## config.mk

```make
export PLATFORM = sky130hd
export DESIGN_NAME = scope_frame_crc16_encoder
export DESIGN_NICKNAME = d
export VERILOG_FILES = /design/src/sv/sfce_pkg.sv /design/src/sv/sfce_front.sv /design/src/sv/sfce_queue.sv /design/src/sv/sfce_back.sv /design/src/sv/scope_frame_crc16_encoder.sv
export SDC_FILE = /design/constraint.sdc
export NUM_CORES = 1
export LEC_CHECK = 0
export BUFFER_PORTS_ARGS = -buffer_cell sky130_fd_sc_hd__buf_2
export CAP_MARGIN = 20
export CORE_MARGIN = 2
export CORE_UTILIZATION = 58
export CTS_CLUSTER_SIZE = 14
export DETAILED_ROUTE_END_ITERATION = 10
export PLACE_DENSITY = 0.77
export SKIP_LAST_GASP = 1
export SLEW_MARGIN = 40
export SYNTH_ARGS = -nofsm -noshare
export SYNTH_HDL_FRONTEND = slang
export SYNTH_HIERARCHICAL = 1
export SYNTH_SLANG_ARGS = --single-unit
```

## constraint.sdc

```tcl
create_clock -name aclk -period 4.25 [get_ports aclk]
set_input_delay 0.85 -clock aclk [delete_from_list [all_inputs] [get_ports aclk]]
set_output_delay 0.85 -clock aclk [all_outputs]
set_load 0.05 [all_outputs]
```

## src/sv/sfce_pkg.sv

```systemverilog
// ----------------------------------------------------------------------------
// sfce_pkg
// Shared constants, types and the CRC-16/MODBUS byte update for the framed
// sample encoder.
// ----------------------------------------------------------------------------
`default_nettype none

package sfce_pkg;

    // Channel count, clamped to the supported range of 1 to 8
    localparam int CHANNELS     = 4;
    localparam int USED_CH      = (CHANNELS < 1) ? 1 : ((CHANNELS > 8) ? 8 : CHANNELS);
    localparam int INPUT_FIELDS = 4;
    localparam int SAMPLE_W     = 16;
    localparam int BYTE_W       = 8;

    localparam int DATA_BYTES = 2 * USED_CH;
    localparam int FRAME_LEN  = DATA_BYTES + 2;
    localparam int DATA_W     = DATA_BYTES * BYTE_W;

    localparam logic [15:0] CRC_INIT = 16'hFFFF;
    localparam logic [15:0] CRC_POLY = 16'hA001;

    // Byte position within a frame
    localparam int IDX_W = $clog2(FRAME_LEN);
    typedef logic [IDX_W-1:0] idx_t;
    localparam idx_t IDX_FIRST  = '0;
    localparam idx_t IDX_CRC_LO = idx_t'(DATA_BYTES);
    localparam idx_t IDX_LAST   = idx_t'(FRAME_LEN - 1);

    // Queue between front and back
    localparam int QDEPTH = 2;
    localparam int QPTR_W = $clog2(QDEPTH);
    localparam int QCNT_W = $clog2(QDEPTH + 1);

    typedef logic [DATA_W-1:0] frame_data_t;
    typedef logic [15:0]       crc_t;

    // Reflected CRC-16 update over one byte, LSB first
    function automatic crc_t crc_byte(input crc_t crc, input logic [7:0] b);
        crc_t c;
        c = crc ^ {8'h00, b};
        for (int k = 0; k < 8; k++) begin
            if (c[0]) begin
                c = (c >> 1) ^ CRC_POLY;
            end else begin
                c = c >> 1;
            end
        end
        return c;
    endfunction

endpackage

`default_nettype wire

```

## src/sv/sfce_front.sv

```systemverilog
// ----------------------------------------------------------------------------
// sfce_front
// Input stage: accepts a sample item and packs it into the frame data word,
// low byte first per channel; channels past the inputs are sent as zero.
// ----------------------------------------------------------------------------
`default_nettype none

module sfce_front (
    input  wire                  aclk,
    input  wire                  aresetn,
    input  wire                  s_valid,
    output logic                 s_ready,
    input  wire signed [15:0]    s_channel_0,
    input  wire signed [15:0]    s_channel_1,
    input  wire signed [15:0]    s_channel_2,
    input  wire signed [15:0]    s_channel_3,
    output logic                 q_valid,
    input  wire                  q_ready,
    output sfce_pkg::frame_data_t q_data
);

    logic [sfce_pkg::SAMPLE_W-1:0] in_ch [sfce_pkg::INPUT_FIELDS];
    sfce_pkg::frame_data_t         packed_data;
    sfce_pkg::frame_data_t         data_reg;
    logic                          valid_reg;

    assign in_ch[0] = unsigned'(s_channel_0);
    assign in_ch[1] = unsigned'(s_channel_1);
    assign in_ch[2] = unsigned'(s_channel_2);
    assign in_ch[3] = unsigned'(s_channel_3);

    // Pack samples in channel order
    for (genvar gi = 0; gi < sfce_pkg::USED_CH; gi++) begin : g_pack
        if (gi < sfce_pkg::INPUT_FIELDS) begin : g_in
            assign packed_data[gi*sfce_pkg::SAMPLE_W +: sfce_pkg::SAMPLE_W] = in_ch[gi];
        end else begin : g_zero
            assign packed_data[gi*sfce_pkg::SAMPLE_W +: sfce_pkg::SAMPLE_W] = '0;
        end
    end

    // One-entry pipeline register, full rate unless the queue stalls it
    assign s_ready = !valid_reg || q_ready;

    always_ff @(posedge aclk) begin
        if (!aresetn) begin
            valid_reg <= 1'b0;
        end else if (s_ready) begin
            valid_reg <= s_valid;
        end
        if (s_valid && s_ready) begin
            data_reg <= packed_data;
        end
    end

    assign q_valid = valid_reg;
    assign q_data  = data_reg;

endmodule

`default_nettype wire

```

## src/sv/sfce_queue.sv

```systemverilog
// ----------------------------------------------------------------------------
// sfce_queue
// Short FIFO of packed frame words between the input stage and the
// serialiser, so each side can stall on its own.
// ----------------------------------------------------------------------------
`default_nettype none

module sfce_queue (
    input  wire                        aclk,
    input  wire                        aresetn,
    input  wire                        wr_valid,
    output logic                       wr_ready,
    input  wire sfce_pkg::frame_data_t wr_data,
    output logic                       rd_valid,
    input  wire                        rd_ready,
    output sfce_pkg::frame_data_t      rd_data
);

    sfce_pkg::frame_data_t             mem_reg [sfce_pkg::QDEPTH];
    logic [sfce_pkg::QPTR_W-1:0]       wr_ptr_reg;
    logic [sfce_pkg::QPTR_W-1:0]       rd_ptr_reg;
    logic [sfce_pkg::QCNT_W-1:0]       count_reg;
    logic [sfce_pkg::QCNT_W-1:0]       count_next;
    logic                              do_wr;
    logic                              do_rd;

    assign wr_ready = (count_reg != sfce_pkg::QCNT_W'(sfce_pkg::QDEPTH));
    assign rd_valid = (count_reg != '0);
    assign rd_data  = mem_reg[rd_ptr_reg];

    assign do_wr = wr_valid && wr_ready;
    assign do_rd = rd_valid && rd_ready;

    // Occupancy
    always_comb begin
        count_next = count_reg;
        if (do_wr && !do_rd) begin
            count_next = count_reg + 1'b1;
        end else if (do_rd && !do_wr) begin
            count_next = count_reg - 1'b1;
        end
    end

    always_ff @(posedge aclk) begin
        if (!aresetn) begin
            wr_ptr_reg <= '0;
            rd_ptr_reg <= '0;
            count_reg  <= '0;
        end else begin
            count_reg <= count_next;
            if (do_wr) begin
                wr_ptr_reg <= wr_ptr_reg + 1'b1;
            end
            if (do_rd) begin
                rd_ptr_reg <= rd_ptr_reg + 1'b1;
            end
        end
        if (do_wr) begin
            mem_reg[wr_ptr_reg] <= wr_data;
        end
    end

endmodule

`default_nettype wire

```

## src/sv/sfce_back.sv

```systemverilog
// ----------------------------------------------------------------------------
// sfce_back
// Serialiser: sends the data bytes of a frame one per cycle while the output
// is free, folding each into the running CRC, then the CRC low and high bytes with the last flag.
// ----------------------------------------------------------------------------
`default_nettype none

module sfce_back (
    input  wire                        aclk,
    input  wire                        aresetn,
    input  wire                        q_valid,
    output logic                       q_ready,
    input  wire sfce_pkg::frame_data_t q_data,
    output logic                       m_valid,
    input  wire                        m_ready,
    output logic [7:0]                 m_frame_byte,
    output logic                       m_last_byte
);

    sfce_pkg::frame_data_t word_reg;
    sfce_pkg::crc_t        crc_reg;
    sfce_pkg::idx_t        idx_reg;
    logic                  busy_reg;
    logic                  out_valid_reg;
    logic [7:0]            out_byte_reg;
    logic                  out_last_reg;

    logic                  out_free;
    logic                  emit;
    logic                  emit_last;
    logic                  load;
    logic [7:0]            cur_byte;

    assign out_free  = !out_valid_reg || m_ready;
    assign emit      = busy_reg && out_free;
    assign emit_last = emit && (idx_reg == sfce_pkg::IDX_LAST);
    assign load      = q_valid && (!busy_reg || emit_last);
    assign q_ready   = !busy_reg || emit_last;

    // Byte at the current frame position
    always_comb begin
        if (idx_reg == sfce_pkg::IDX_CRC_LO) begin
            cur_byte = crc_reg[7:0];
        end else if (idx_reg == sfce_pkg::IDX_LAST) begin
            cur_byte = crc_reg[15:8];
        end else begin
            cur_byte = word_reg[7:0];
        end
    end

    // Frame sequencing and running CRC
    always_ff @(posedge aclk) begin
        if (!aresetn) begin
            busy_reg <= 1'b0;
            idx_reg  <= sfce_pkg::IDX_FIRST;
        end else if (load) begin
            busy_reg <= 1'b1;
            idx_reg  <= sfce_pkg::IDX_FIRST;
        end else if (emit) begin
            if (emit_last) begin
                busy_reg <= 1'b0;
            end
            idx_reg <= idx_reg + 1'b1;
        end
        if (load) begin
            word_reg <= q_data;
            crc_reg  <= sfce_pkg::CRC_INIT;
        end else if (emit && (idx_reg < sfce_pkg::IDX_CRC_LO)) begin
            word_reg <= word_reg >> sfce_pkg::BYTE_W;
            crc_reg  <= sfce_pkg::crc_byte(crc_reg, cur_byte);
        end
    end

    // Output register
    always_ff @(posedge aclk) begin
        if (!aresetn) begin
            out_valid_reg <= 1'b0;
        end else if (emit) begin
            out_valid_reg <= 1'b1;
        end else if (m_ready) begin
            out_valid_reg <= 1'b0;
        end
        if (emit) begin
            out_byte_reg <= cur_byte;
            out_last_reg <= (idx_reg == sfce_pkg::IDX_LAST);
        end
    end

    assign m_valid      = out_valid_reg;
    assign m_frame_byte = out_byte_reg;
    assign m_last_byte  = out_last_reg;

endmodule

`default_nettype wire

```

## src/sv/scope_frame_crc16_encoder.sv

```systemverilog
// ----------------------------------------------------------------------------
// scope_frame_crc16_encoder
// Framed sample encoder: four 16-bit samples in, a ten-byte frame out with a
// CRC-16/MODBUS trailer, last byte flagged.
// ----------------------------------------------------------------------------
// Path: an accepted item passes the input register, the queue, the serialiser
//   word register and its output register before its first byte is presented.
// Throughput: one byte a cycle while m_ready allows, through the single output register;
//   the next item loads as a frame's last byte goes, and two items can wait in the queue.
// Reset: synchronous active-low aresetn clears all handshake and sequencing
//   state; data registers are not reset.
`default_nettype none

module scope_frame_crc16_encoder (
    input  wire               aclk,
    input  wire               aresetn,
    input  wire               s_valid,
    output logic              s_ready,
    input  wire signed [15:0] s_channel_0,
    input  wire signed [15:0] s_channel_1,
    input  wire signed [15:0] s_channel_2,
    input  wire signed [15:0] s_channel_3,
    output logic              m_valid,
    input  wire               m_ready,
    output logic [7:0]        m_frame_byte,
    output logic              m_last_byte
);

    logic                  fq_valid;
    logic                  fq_ready;
    sfce_pkg::frame_data_t fq_data;
    logic                  qb_valid;
    logic                  qb_ready;
    sfce_pkg::frame_data_t qb_data;

    sfce_front u_front (
        .aclk        (aclk),
        .aresetn     (aresetn),
        .s_valid     (s_valid),
        .s_ready     (s_ready),
        .s_channel_0 (s_channel_0),
        .s_channel_1 (s_channel_1),
        .s_channel_2 (s_channel_2),
        .s_channel_3 (s_channel_3),
        .q_valid     (fq_valid),
        .q_ready     (fq_ready),
        .q_data      (fq_data)
    );

    sfce_queue u_queue (
        .aclk     (aclk),
        .aresetn  (aresetn),
        .wr_valid (fq_valid),
        .wr_ready (fq_ready),
        .wr_data  (fq_data),
        .rd_valid (qb_valid),
        .rd_ready (qb_ready),
        .rd_data  (qb_data)
    );

    sfce_back u_back (
        .aclk         (aclk),
        .aresetn      (aresetn),
        .q_valid      (qb_valid),
        .q_ready      (qb_ready),
        .q_data       (qb_data),
        .m_valid      (m_valid),
        .m_ready      (m_ready),
        .m_frame_byte (m_frame_byte),
        .m_last_byte  (m_last_byte)
    );

endmodule

`default_nettype wire

```

## Word-level counts from Yosys, hierarchy flattened

Memories as Yosys holds them, arrays and structs flattened. A register that Yosys moved wholly into a read port is not among the register bits.
Index checks and enable logic that the tools add are counted.

| word-level totals | value |
|---|---|
| register bits after elaboration | 164 |
| bits in latches | 0 |
| output and inout bits | 11 |
| memory bits (read-only) | 0 |
| word-level logic and storage cells | 93 |
| bits in writable memories | 128 |
| input bits | 68 |
| memories | 1 |

| operators by class | value |
|---|---|
| order comparisons | 1 |
| $mul | 0 |
| muxes and demuxes | 37 |
| $add $sub $neg | 5 |
| reductions and logical operators | 24 |
| eq/ne operators | 3 |
| div/mod/pow operators | 0 |
| bitwise operators | 10 |
| shift-type cells | 0 |

Memories:

| memory | depth | width | read ports | clocked after Yosys merged registers in | wr ports | line | RTL |
|---|---|---|---|---|---|---|---|
| u_queue.mem_reg | 2 | 64 | 1 | 1 | 1 | sfce_queue.sv:19 | `sfce_pkg::frame_data_t mem_reg [sfce_pkg::QDEPTH];` |

Operator list:

| kind | count |
|---|---|
| 16-bit two-way mux | 22 |
| 64-bit two-way mux | 2 |
| 2-bit inverter with 3-bit output | 8 |
| 8-bit two-way mux | 2 |
| 16-bit by 8-bit XOR with 16-bit output | 1 |
| 2-bit nonzero test | 6 |
| 1-bit two-way mux | 9 |
| 4-bit == test, second input constant | 2 |
| 1-bit logical AND | 8 |
| 1-bit zero test | 5 |
| 4-bit by 1-bit adder with 4-bit output, second input constant | 1 |
| 4-bit less-than comparator, second input constant | 1 |
| 2-bit two-way mux | 2 |
| 1-bit logical OR | 3 |
| 1-bit adder, second input constant | 2 |
| 2-bit by 1-bit adder with 2-bit output, second input constant | 1 |
| 2-bit inequality test, second input constant | 1 |
| 2-bit AND reduction | 1 |
| 2-bit OR reduction | 1 |
| 2-bit by 1-bit subtractor with 2-bit output, second input constant | 1 |
| 1-bit inverter | 1 |

## Longest topological paths before layout

Gate-level depths: netlist (run 1).

| logic depth | value |
|---|---|
| depth in word-level cells | 34 |
| mapped depth | 12 |

## By module

Netlist (run 1), hierarchy kept.

Modules (own cells, without submodules):

| module | instances | cells an instance | area each (µm²) |
|---|---|---|---|
| sfce_queue | 1 | 223 | 4,857.2 |
| sfce_back | 1 | 442 | 4,380.5 |
| sfce_front | 1 | 69 | 1,979.4 |

## Least setup slack after synthesis (run 1)

Ideal clock, no wire load.

| timing path | value |
|---|---|
| path kind | in2reg |
| start point | input port m_ready |
| end point | register u_back.word_reg[0] (enable) |
| data required time | 3.819 ns |
| data arrival time | 3.031 ns |
| setup slack | 0.788 ns |
| stages | 5 |
| setup time | 0.431 ns |
| cells stage by stage | nor2b_1 -> nand2b_1 -> inv_1 -> nand2b_1 -> nand2_1 |

| between the ends | value |
|---|---|
| cells in the longest elaborated chain, start to end | 6 |
| elaborated cells between the ends (all ways) | 7 |

Ends and longest elaborated chain:

| item | line | RTL |
|---|---|---|
| start: declaration | scope_frame_crc16_encoder.sv:24 | `input wire m_ready,` |
| 1-bit logical OR (*) | sfce_back.sv:34 | `assign out_free = !out_valid_reg \|\| m_ready;` |
| 1-bit logical AND (*) | sfce_back.sv:35 | `assign emit = busy_reg && out_free;` |
| net u_back.emit | sfce_back.sv:29 | `logic emit;` |
| 1-bit logical AND | sfce_back.sv:36 | `assign emit_last = emit && (idx_reg == sfce_pkg::IDX_LAST);` |
| 1-bit logical OR | sfce_back.sv:37 | `assign load = q_valid && (!busy_reg \|\| emit_last);` |
| 1-bit logical AND | sfce_back.sv:37 |  |
| 2-bit nonzero test (no line) (*) | - |  |
| end signal: assignment | sfce_back.sv:66 | `word_reg <= q_data;` |
| end signal: assignment | sfce_back.sv:69 | `word_reg <= word_reg >> sfce_pkg::BYTE_W;` |
| end: declaration | sfce_back.sv:20 | `sfce_pkg::frame_data_t word_reg;` |

The timed path passes the listed nets; every way through them passes the cells marked *.
A chain may end at the register's enable or synchronous reset.

## Worst setup path after layout (run 1)

| timing path | value |
|---|---|
| start point | register u_back.idx_reg[3] |
| end point | register u_back.crc_reg[14] |

| between the ends | value |
|---|---|
| cells in the longest elaborated chain, start to end | 27 |
| elaborated cells between the ends (all ways) | 38 |

Ends and longest elaborated chain:

| item | line | RTL |
|---|---|---|
| start: declaration | sfce_back.sv:22 | `sfce_pkg::idx_t idx_reg;` |
| start signal: assignment | sfce_back.sv:55 | `idx_reg <= sfce_pkg::IDX_FIRST;` |
| start signal: assignment | sfce_back.sv:58 | `idx_reg <= sfce_pkg::IDX_FIRST;` |
| start signal: assignment | sfce_back.sv:63 | `idx_reg <= idx_reg + 1'b1;` |
| 4-bit == test | sfce_back.sv:36, sfce_back.sv:44 |  |
| 8-bit two-way mux | sfce_back.sv:44 | `end else if (idx_reg == sfce_pkg::IDX_LAST) begin` |
| 8-bit two-way mux | sfce_back.sv:42 | `if (idx_reg == sfce_pkg::IDX_CRC_LO) begin` |
| 16-bit by 8-bit XOR with 16-bit output | sfce_pkg.sv:42 | `c = crc ^ {8'h00, b};` |
| 16-bit two-way mux / 2-bit inverter with 3-bit output (equally long branches) | - |  |
| 16-bit two-way mux, on equally long branches | sfce_back.sv:68, sfce_pkg.sv:44 |  |
| 16-bit two-way mux, on equally long branches | sfce_back.sv:65, sfce_back.sv:68 |  |
| 16-bit two-way mux, or another cell as far along | sfce_pkg.sv:44 | `if (c[0]) begin` |
| [11 not listed] | - |  |
| 2-bit inverter with 3-bit output (no line) / 16-bit two-way mux (equally long branches) | - |  |
| 16-bit two-way mux | sfce_pkg.sv:44 |  |
| 16-bit two-way mux | sfce_back.sv:68 | `end else if (emit && (idx_reg < sfce_pkg::IDX_CRC_LO)) begin` |
| 16-bit two-way mux | sfce_back.sv:65 | `if (load) begin` |
| 16-bit two-way mux | sfce_pkg.sv:44 |  |
| 16-bit two-way mux | sfce_back.sv:68 |  |
| 16-bit two-way mux | sfce_back.sv:65 |  |
| 16-bit two-way mux | sfce_pkg.sv:44 |  |
| end signal: assignment | sfce_back.sv:67 | `crc_reg <= sfce_pkg::CRC_INIT;` |
| end signal: assignment | sfce_back.sv:70 | `crc_reg <= sfce_pkg::crc_byte(crc_reg, cur_byte);` |
| end: declaration | sfce_back.sv:21 | `sfce_pkg::crc_t crc_reg;` |

Several ways; a longest one is shown, not always the timed one. The select of a mux whose other input is x is not followed.

==> impl.org, run 1 <==
** Min path
- Min-Delay Path Depth :: 0
- For hold timing, the worst endpoint is u_queue/mem_reg[1][47].
- In this run the most critical hold path is launched from u_front/q_data[47].
- The tightest min-delay check is of the reg2reg type.

** Global route
- Via count of the first global-routing pass :: 6078
- Global routing used around a fifth of the available tracks across all layers.
- Wire length of the first global-routing pass :: 30100 um
- Entering global routing, the biggest net connects 65 pins.
- Total gr overflow :: 0
- Antenna violations before repair :: 0

** Critical path
- Reg2Reg Setup Slack :: between 1500 and 2000 ps
- Terminus of the critical flop-to-flop path :: u_back/crc_reg[14]
- Worst r2r src :: u_back/idx_reg[3]
- Worst Path Arrival :: 3150 ps
- Data on the critical path is required at its endpoint by 4660 ps.
- The critical path is of the reg2reg type.
- STA classifies the critical path endpoint as a flip-flop.
- Max Fanout on Critical Path :: 22
- Max stage delay on crit path :: 610 ps
- Crit. Startpoint :: u_back/idx_reg[3]
- The critical path goes through nor2b_1, nand2_1, o21ai_0, nor2_2, xnor2_4, xnor2_1, a21oi_1.
- Critical Path Source Type :: flip-flop
- Cell at the slowest stage of the critical path :: sky130_fd_sc_hd__nand2_1
- Depth of the most critical reg-to-reg path :: 7

** Die
- From bottom edge to top edge, the die measures 143 um.
- The die covers 20500 um^2.
- After floorplanning, the core was sized to cover 18800 um^2.
- The floorplan step set the die width to 143 um.
- The initial utilization of the core area, before any placement, comes to 59.6%.
- In this run the count of I/O pins placed on the die edge is 79.
- After floorplanning, the core was divided into 50 placement rows.

** Timing
- RSZ-0062 raised after global routing :: no
- In the final timing run, aggregate negative setup slack is 0 ps.
- FMAX :: 0.364 GHz
- The max-slew violation count was 0.
- Final Setup Violations :: 0
- Final Cycle Share :: 64.6%
- Hold timing on the final database bottoms out at a slack of approximately 440 ps.
- In this run the tightest slew margin relative to its limit is 48.5%.
- Minimum clock period :: between 2000 and 3000 ps
- For the pin with the worst max-slew slack, the measured transition is 771 ps.
- Number of hold violations in the final report :: 0
- Post-Route Skew :: 11.7 ps

** Clock tree
- Number of buffers created by CTS :: 29
- The root buffer cell chosen for the clock tree is sky130_fd_sc_hd__clkbuf_16.
- After clock tree synthesis, the flow added hold-fix buffers numbering 0.
- The later pin in the worst-skew pair is clocked with a latency of 550 ps.
- Clock transition at path regs :: approximately 60 ps
- Post-cts resize count :: 0
- CTS Sinks :: a little under 300
- Max Buffers Root-to-Sink :: 3
- Once the clock tree was built, the setup fixing pass inserted 0 buffers.
- TritonCTS clock tree :: done
- Deepest level of the CTS H-tree :: 1

** Synthesis
- Main synth FF type :: sky130_fd_sc_hd__edfxtp_1
- Number of flops mapped to enable cells by yosys :: 265
- Syn nets :: 806
- Mean post-synth cell area :: roughly 15 um^2
- Cell with the most instances after synthesis :: sky130_fd_sc_hd__edfxtp_1
- #FFs+latches synth :: 293
- Of the post-synthesis cell area, the dominant cell type holds 70.9%.
- Counting distinct cell types in the post-synthesis netlist gives 49.
- Top cells by instance count after synthesis :: 265 x sky130_fd_sc_hd__edfxtp_1, 181 x sky130_fd_sc_hd__nand2_1, 64 x sky130_fd_sc_hd__mux2_2
- Sequential elements use 75.9% of the synthesized area.
- During synthesis, Yosys emitted a total of 6 warnings.
- Post-synth ARST share :: 0%
- Instance count of the mapped netlist :: 734
- Sorting the synthesized cells by area gives the leading types as sky130_fd_sc_hd__edfxtp_1 71%, sky130_fd_sc_hd__mux2_2 6.4%, sky130_fd_sc_hd__nand2_1 6.1%.
- The cell area that synthesis handed to floorplanning was 11200 um^2.
- Summed over all instances, the cell type with the most area after synthesis is sky130_fd_sc_hd__edfxtp_1.

** Status
- The run finished with clean final reports.

** Layout
- Final Core Density :: between 60% and 70%
- The area growth from synthesis to layout is 13.8%.
- Fillers :: 1247
- Max reg flops :: 128
- Area of combinational cells with multiple inputs :: 2550 um^2
- The final layout contains ~900 nets.
- Antenna diode count :: 0
- Fraction of layout instances using a drive strength above 1 :: ~25%
- Area occupied by registers :: 8520 um^2

** Routing
- In the routed design, unresolved DRC markers number 0.
- Drt wl/cell :: 17.2 um
- Wires add up to 19000 um.
- Vias :: 5931
- Detailed-router iteration count before antenna repair :: 5
- Dividing the detail-routed via count by the number of cells gives 5.36.
- In this run the remaining antenna-violating nets after routing total 0.
- Number of DRC markers after the initial detailed-route iteration :: 433

** Power and ir drop
- Power spread over the standard cell area amounts to approximately 740 nW/um^2.
- In this run the static leakage power is 0.00478 uW.
- Cell internal power dissipation :: approximately 6500 uW
- Per report_power, the combinational group accounts for 29.7% of the total.
- Switch share :: 31.7%
- Worst IR Drop VDD :: between 400 and 500 uV
- The share of total power dissipated in sequential elements is 46.1%.
- Net switching power of the design :: 3010 uW
- The completed layout was analyzed and its total power is about 9500 uW.
- Per report_power, the clock group accounts for 24.2% of the total.

** Job
- Max Cap Violations :: 0

** Place
- The wire-length estimate of the detail-placed layout is 11600 um.
- Final estimated routing congestion in global placement :: roughly 0.76
- Number of port buffers :: 78
## final cells by class
type	count	area share, %
sequential	293	66.8
clock inverter	13	0.627
multi-input combinational	404	20.0
clock buffer	41	6.12
inverter	10	0.294
timing repair buffer	85	3.67
tap	260	2.55
## per-layer routing
metal  routed length, um  global-route usage [%]  up-vias  part of all wire [%]
met2                9470                    32.5      148                    50
li1                    -                       -     2826                     -
met4                 479                    5.99        0                   2.5
met3                 858                    3.12       35                   4.5
met5                   0                       0        -                     0
met1                8220                    25.1     2922                    43
## worst max-delay path: cells and delay by family, from the launching register on
family | cells | cell delay [ps]
XOR/XNOR | 2 | 370
flip-flops | 1 | 460
AO/OA/AOI/OAI | 2 | 470
AND/OR/NAND/NOR | 3 | 1300
## power by group through the flow
| stage | Sequential [uW] | Combinational [uW] | Clock [uW] |
|---|---|---|---|
| floorplan | 4410 | 2180 | 0 |
| global placement | 4400 | 2740 | 0 |
| detailed placement | 4440 | 2810 | 0 |
| CTS | 4380 | 2830 | 2350 |
| global route | 4450 | 3120 | 2470 |
| finish | 4380 | 2820 | 2300 |
## stage by stage
| stage | cells | instance area (um^2) | setup WS [ps] |
|---|---|---|---|
| 2_1_floorplan | 734 | 11200 | 788 |
| 3_3_place_gp | 1051 | 11900 | 1210 |
| 3_5_place_dp | 1051 | 11900 | 1100 |
| 4_1_cts | 1105 | 12700 | 1510 |
| 5_1_grt | 1106 | 12800 | 1230 |
| 6_report | 1106 | 12800 | 1510 |
## kinds of logic (layout without fill, tap and decap cells)
kind of cell | after synthesis | after routing | synth area share, %
XOR/XNOR | 26 | 26 | 2.26
adder cells (fa/ha/maj) | 4 | 4 | 0.446
multiplexers | 68 | 68 | 6.82
AND/OR/NAND/NOR | 247 | 247 | 9.47
buffers and inverters | 37 | 149 | 1.46
AO/OA/AOI/OAI | 59 | 59 | 3.60
flip-flops | 293 | 293 | 75.9
## placed cells by master (no fill, tap or decap), types with 18 or more instances in the layout
| cell type | instances |
|---|---|
| sky130_fd_sc_hd__edfxtp_1 | 265 |
| sky130_fd_sc_hd__clkbuf_16 | 29 |
| sky130_fd_sc_hd__dfxtp_1 | 27 |
| sky130_fd_sc_hd__nand2_1 | 179 |
| sky130_fd_sc_hd__buf_2 | 78 |
| sky130_fd_sc_hd__a21oi_1 | 18 |
| sky130_fd_sc_hd__mux2_2 | 64 |
| sky130_fd_sc_hd__nor2_1 | 23 |
| sky130_fd_sc_hd__xnor2_1 | 18 |
## worst max path at each step
stage | endpoint | slack, ps | cells past startpoint
detailed placement | u_back/word_reg[61] | 1100 | 7
floorplan | u_back/word_reg[0] | 790 | 5
global placement | u_back/word_reg[63] | 1210 | 7
CTS | u_back/crc_reg[14] | 1510 | 7
finish | u_back/crc_reg[14] | 1510 | 7
global route | u_back/crc_reg[14] | 1230 | 7
Power figures use the tool's default switching activity.
==> run 2, diff against run 1 <==
- ABC_AREA: unset -> 1
- clock period: 4.25 -> 2.8 ns (I/O delays scaled with it)
==> run 2 against run 1 <==
Effect of this change: cell area up 3.3%; first-iteration DRC count up 2.1%; final cell count increased by 7.9%; worst hold slack worse by 240 ps; clock-buffer cell count shrank 8; critical path type unchanged; critical endpoint is now u_back/crc_reg[0]; largest power group unchanged.
==> impl.org, run 2 <==
** Layout
- The register with the most flip-flops in the layout has between 100 and 150 of them.
- With fillers left out, the area of the finished cells amounts to approximately 13000 um^2.
- The repair_antennas step left the layout with diodes totalling 0.
- Fillers :: 1373
- The top cell types in the final layout, fill and taps aside, are 265 x sky130_fd_sc_hd__edfxtp_1, 237 x sky130_fd_sc_hd__nand2_1, 78 x sky130_fd_sc_hd__buf_2.
- Fraction of layout instances using a drive strength above 1 :: around a quarter
- For this run, the post-layout net count is slightly below 1000.
- Relative to the synthesized area, the layout overhead comes to 13.7%.
- Most frequent standard cell in the layout excluding fill and tap cells :: sky130_fd_sc_hd__edfxtp_1
- Post-route non-filler standard cell count :: 1193

** Synthesis
- Largest cells by area after synthesis :: sky130_fd_sc_hd__edfxtp_1 69%, sky130_fd_sc_hd__mux2_4 7.8%, sky130_fd_sc_hd__nand2_1 7.7%
- Share of Yosys cell area claimed by the top area cell type :: 68.6%
- Yosys cell types :: 36
- Yosys warning total :: 6
- Synthesis inferred 293 register bits.
- Post-synth ARST share :: 0%
- Cell with the most instances after synthesis :: sky130_fd_sc_hd__edfxtp_1
- Syn nets :: 885
- Post-synthesis cell area :: 11600 um^2
- Counting flops with a built-in enable in the synthesized netlist gives 265.
- After technology mapping, the gate count stands at 813.
- Mean post-synth cell area :: about 14 um^2
- Main synth FF type :: sky130_fd_sc_hd__edfxtp_1
- Cell type with the largest total area after synthesis :: sky130_fd_sc_hd__edfxtp_1
- Portion of the post-synthesis area used by sequential elements :: between 70% and 80%
- The commonest cells after synthesis are 265 x sky130_fd_sc_hd__edfxtp_1, 237 x sky130_fd_sc_hd__nand2_1, 60 x sky130_fd_sc_hd__mux2_4.

** Critical path
- In this run the critical register-to-register path is launched from u_back/idx_reg[0].
- Top delay family on crit path :: simple AND/OR/NAND/NOR gates
- Max stage delay on crit path :: roughly 400 ps
- Critical path capture point type :: flip-flop
- Reg2Reg Setup Slack :: 380 ps
- Critical path, cell by cell :: ha_1, nand3_4, nand2_1, nand2_1, nand3_1, nand2_2, inv_2, nand2_1, nand2_1, nand2_1, nand2_1, nand2_1, nand2_2, nand2_1, nand3_1, nand2_1, nand2_1, nand2_1
- At the worst endpoint, the required time is 3220 ps.
- The critical path crosses 18 cells after its start point.
- In this run the worst setup path begins at u_back/idx_reg[0].
- Among the stages of the critical path, the cell type that occurs most often is sky130_fd_sc_hd__nand2_1.
- Worst Path Arrival :: 2840 ps
- Terminus of the critical flop-to-flop path :: u_back/crc_reg[0]
- Depth of the most critical reg-to-reg path :: 18
- Max Fanout on Critical Path :: 13
- Cell at the slowest stage of the critical path :: sky130_fd_sc_hd__ha_1
- Type of the setup path with the least slack :: reg2reg
- Combined buffer and inverter count along the critical path :: 1
- The worst setup path is launched from a flip-flop.
- Worst setup path endpoint :: u_back/crc_reg[0]

** Global route
- For this run the aggregate overflow at the end of global routing stands at 0.
- Global routing used 17.5% of the available tracks across all layers.
- Entering global routing, the biggest net connects 66 pins.
- Via count of the first global-routing pass :: 5965
- Antenna violations before repair :: 0
- The first global-routing pass estimated 29400 um of wire.

** Clock tree
- Post-CTS Setup Repair Bufs :: 0
- The clock passes through at most 3 buffers.
- TritonCTS built the clock tree.
- Clock transition at path regs :: 60 ps
- At the later pin of the worst-skew pair, clock insertion delay measures 530 ps.
- Post-cts resize count :: 0
- Clock root buffer :: sky130_fd_sc_hd__clkbuf_16
- CTS Sinks :: 293
- The number of hold buffers added after CTS was 0.
- CTS built an H-tree with a depth of 1.
- Number of buffers created by CTS :: 29

** Routing
- Wires add up to 18400 um.
- In this run the remaining antenna-violating nets after routing total 0.
- Number of vias per cell after detailed routing :: 5.06
- For this run, design rule violations remaining after detail routing come to 0.
- Detailed-router iteration count before antenna repair :: 5
- Vias :: 6042
- In the final routed layout, each cell accounts on average for about 15 um.
- For this block, the initial DRC count from the detailed router was 442.

** Timing
- RSZ-0062 raised after global routing :: no
- FMAX :: 0.414 GHz
- Worst-Margin Slew :: around 510 ps
- The total count of hold-check failures in the final report came to 0.
- Between clock sinks in the finished design, the worst skew comes to ~15 ps.
- Number of max-slew violations in the final report :: 0
- Minimum clock period :: 2420 ps
- In the finished design, the share of the clock period the worst path needs comes to 86.4%.
- Final Setup Violations :: 0
- In this run the tightest slew margin relative to its limit is 65.7%.

** Place
- Once placement finished, the instance area stood at 12300 um^2.
- Hpwl dp :: 11300 um
- The number of placed instances, taps included, is 1142.
- Final estimated routing congestion in global placement :: about 0.85
- Number of port buffers :: 78

** Power and ir drop
- Across the VDD grid, the largest voltage drop is 936 uV.
- In this run the static leakage power is 0.00532 uW.
- In this run the power density over the cells is 1100 nW/um^2.

** Die
- The die covers about 21000 um^2.
- The die is 145 um tall.
- The region available for standard cell placement spans 19500 um^2.
- Horiz. Die Dim :: 145 um
- I/O pin cnt :: 79
- The initial utilization of the core area, before any placement, comes to 59.4%.
- Cell row count :: 51

** Job
- Max Cap Violations :: 0

** Status
- Result of the run :: completed

** Min path
- The worst hold path belongs to the class in2reg.
- Startpoint of the worst hold path :: s_channel_1[5]
run 2: worst min-delay path by stage:
stage	endpoint	slack (ps)	cells after the start
finish	u_front/q_data[21]	210	1
global route	u_front/q_data[16]	180	1
CTS	u_front/q_data[24]	190	1
detailed placement	u_queue/mem_reg[0][40]	430	0
global placement	u_queue/mem_reg[0][9]	420	0
floorplan	u_queue/mem_reg[0][0]	420	0
run 2: layout make-up:
cell class	count	area, um^2	share of cell area (%)
clock buffers	33	741	5.62
clock inverters	18	161	1.22
inverters	67	258	1.95
multi-input cells	427	2630	19.9
flip-flops and latches	293	8520	64.6
well taps	265	332	2.51
repair buffers	90	543	4.12
run 2: kinds of logic after synthesis:
logic type | share of synthesized area [%]
compound gates | 2.35
xor+xnor | 0.367
flops | 73.4
fa+ha+maj | 0.431
mux | 8.15
buf+inv | 4.25
simple gates | 11.0
run 2: where the power goes:
part           internal (uW)  total (uW)  leakage [uW]  switching (uW)
Sequential              6180        6550       0.00275             361
Clock                   2160        3620      0.000432            1470
Combinational           1580        4400       0.00214            2820
run 2: stage by stage:
stage	TNS (ps)	power [uW]	hold slack, ps	setup slack [ps]	util [%]
detailed placement	0	11000	429	383	62.9
CTS	0	14700	188	373	67.5
floorplan	-124120	10100	421	-950	-
global placement	0	10900	422	448	62.9
global route	0	15400	181	122	67.5
finish	0	14600	206	382	67.5
run 2: routing by layer:
metal | part of all wire, % | global-route usage (%)
met2 | 52 | 31.2
met5 | 0 | 0
met4 | 2.0 | 5.54
met1 | 42 | 21.9
met3 | 4.8 | 2.88
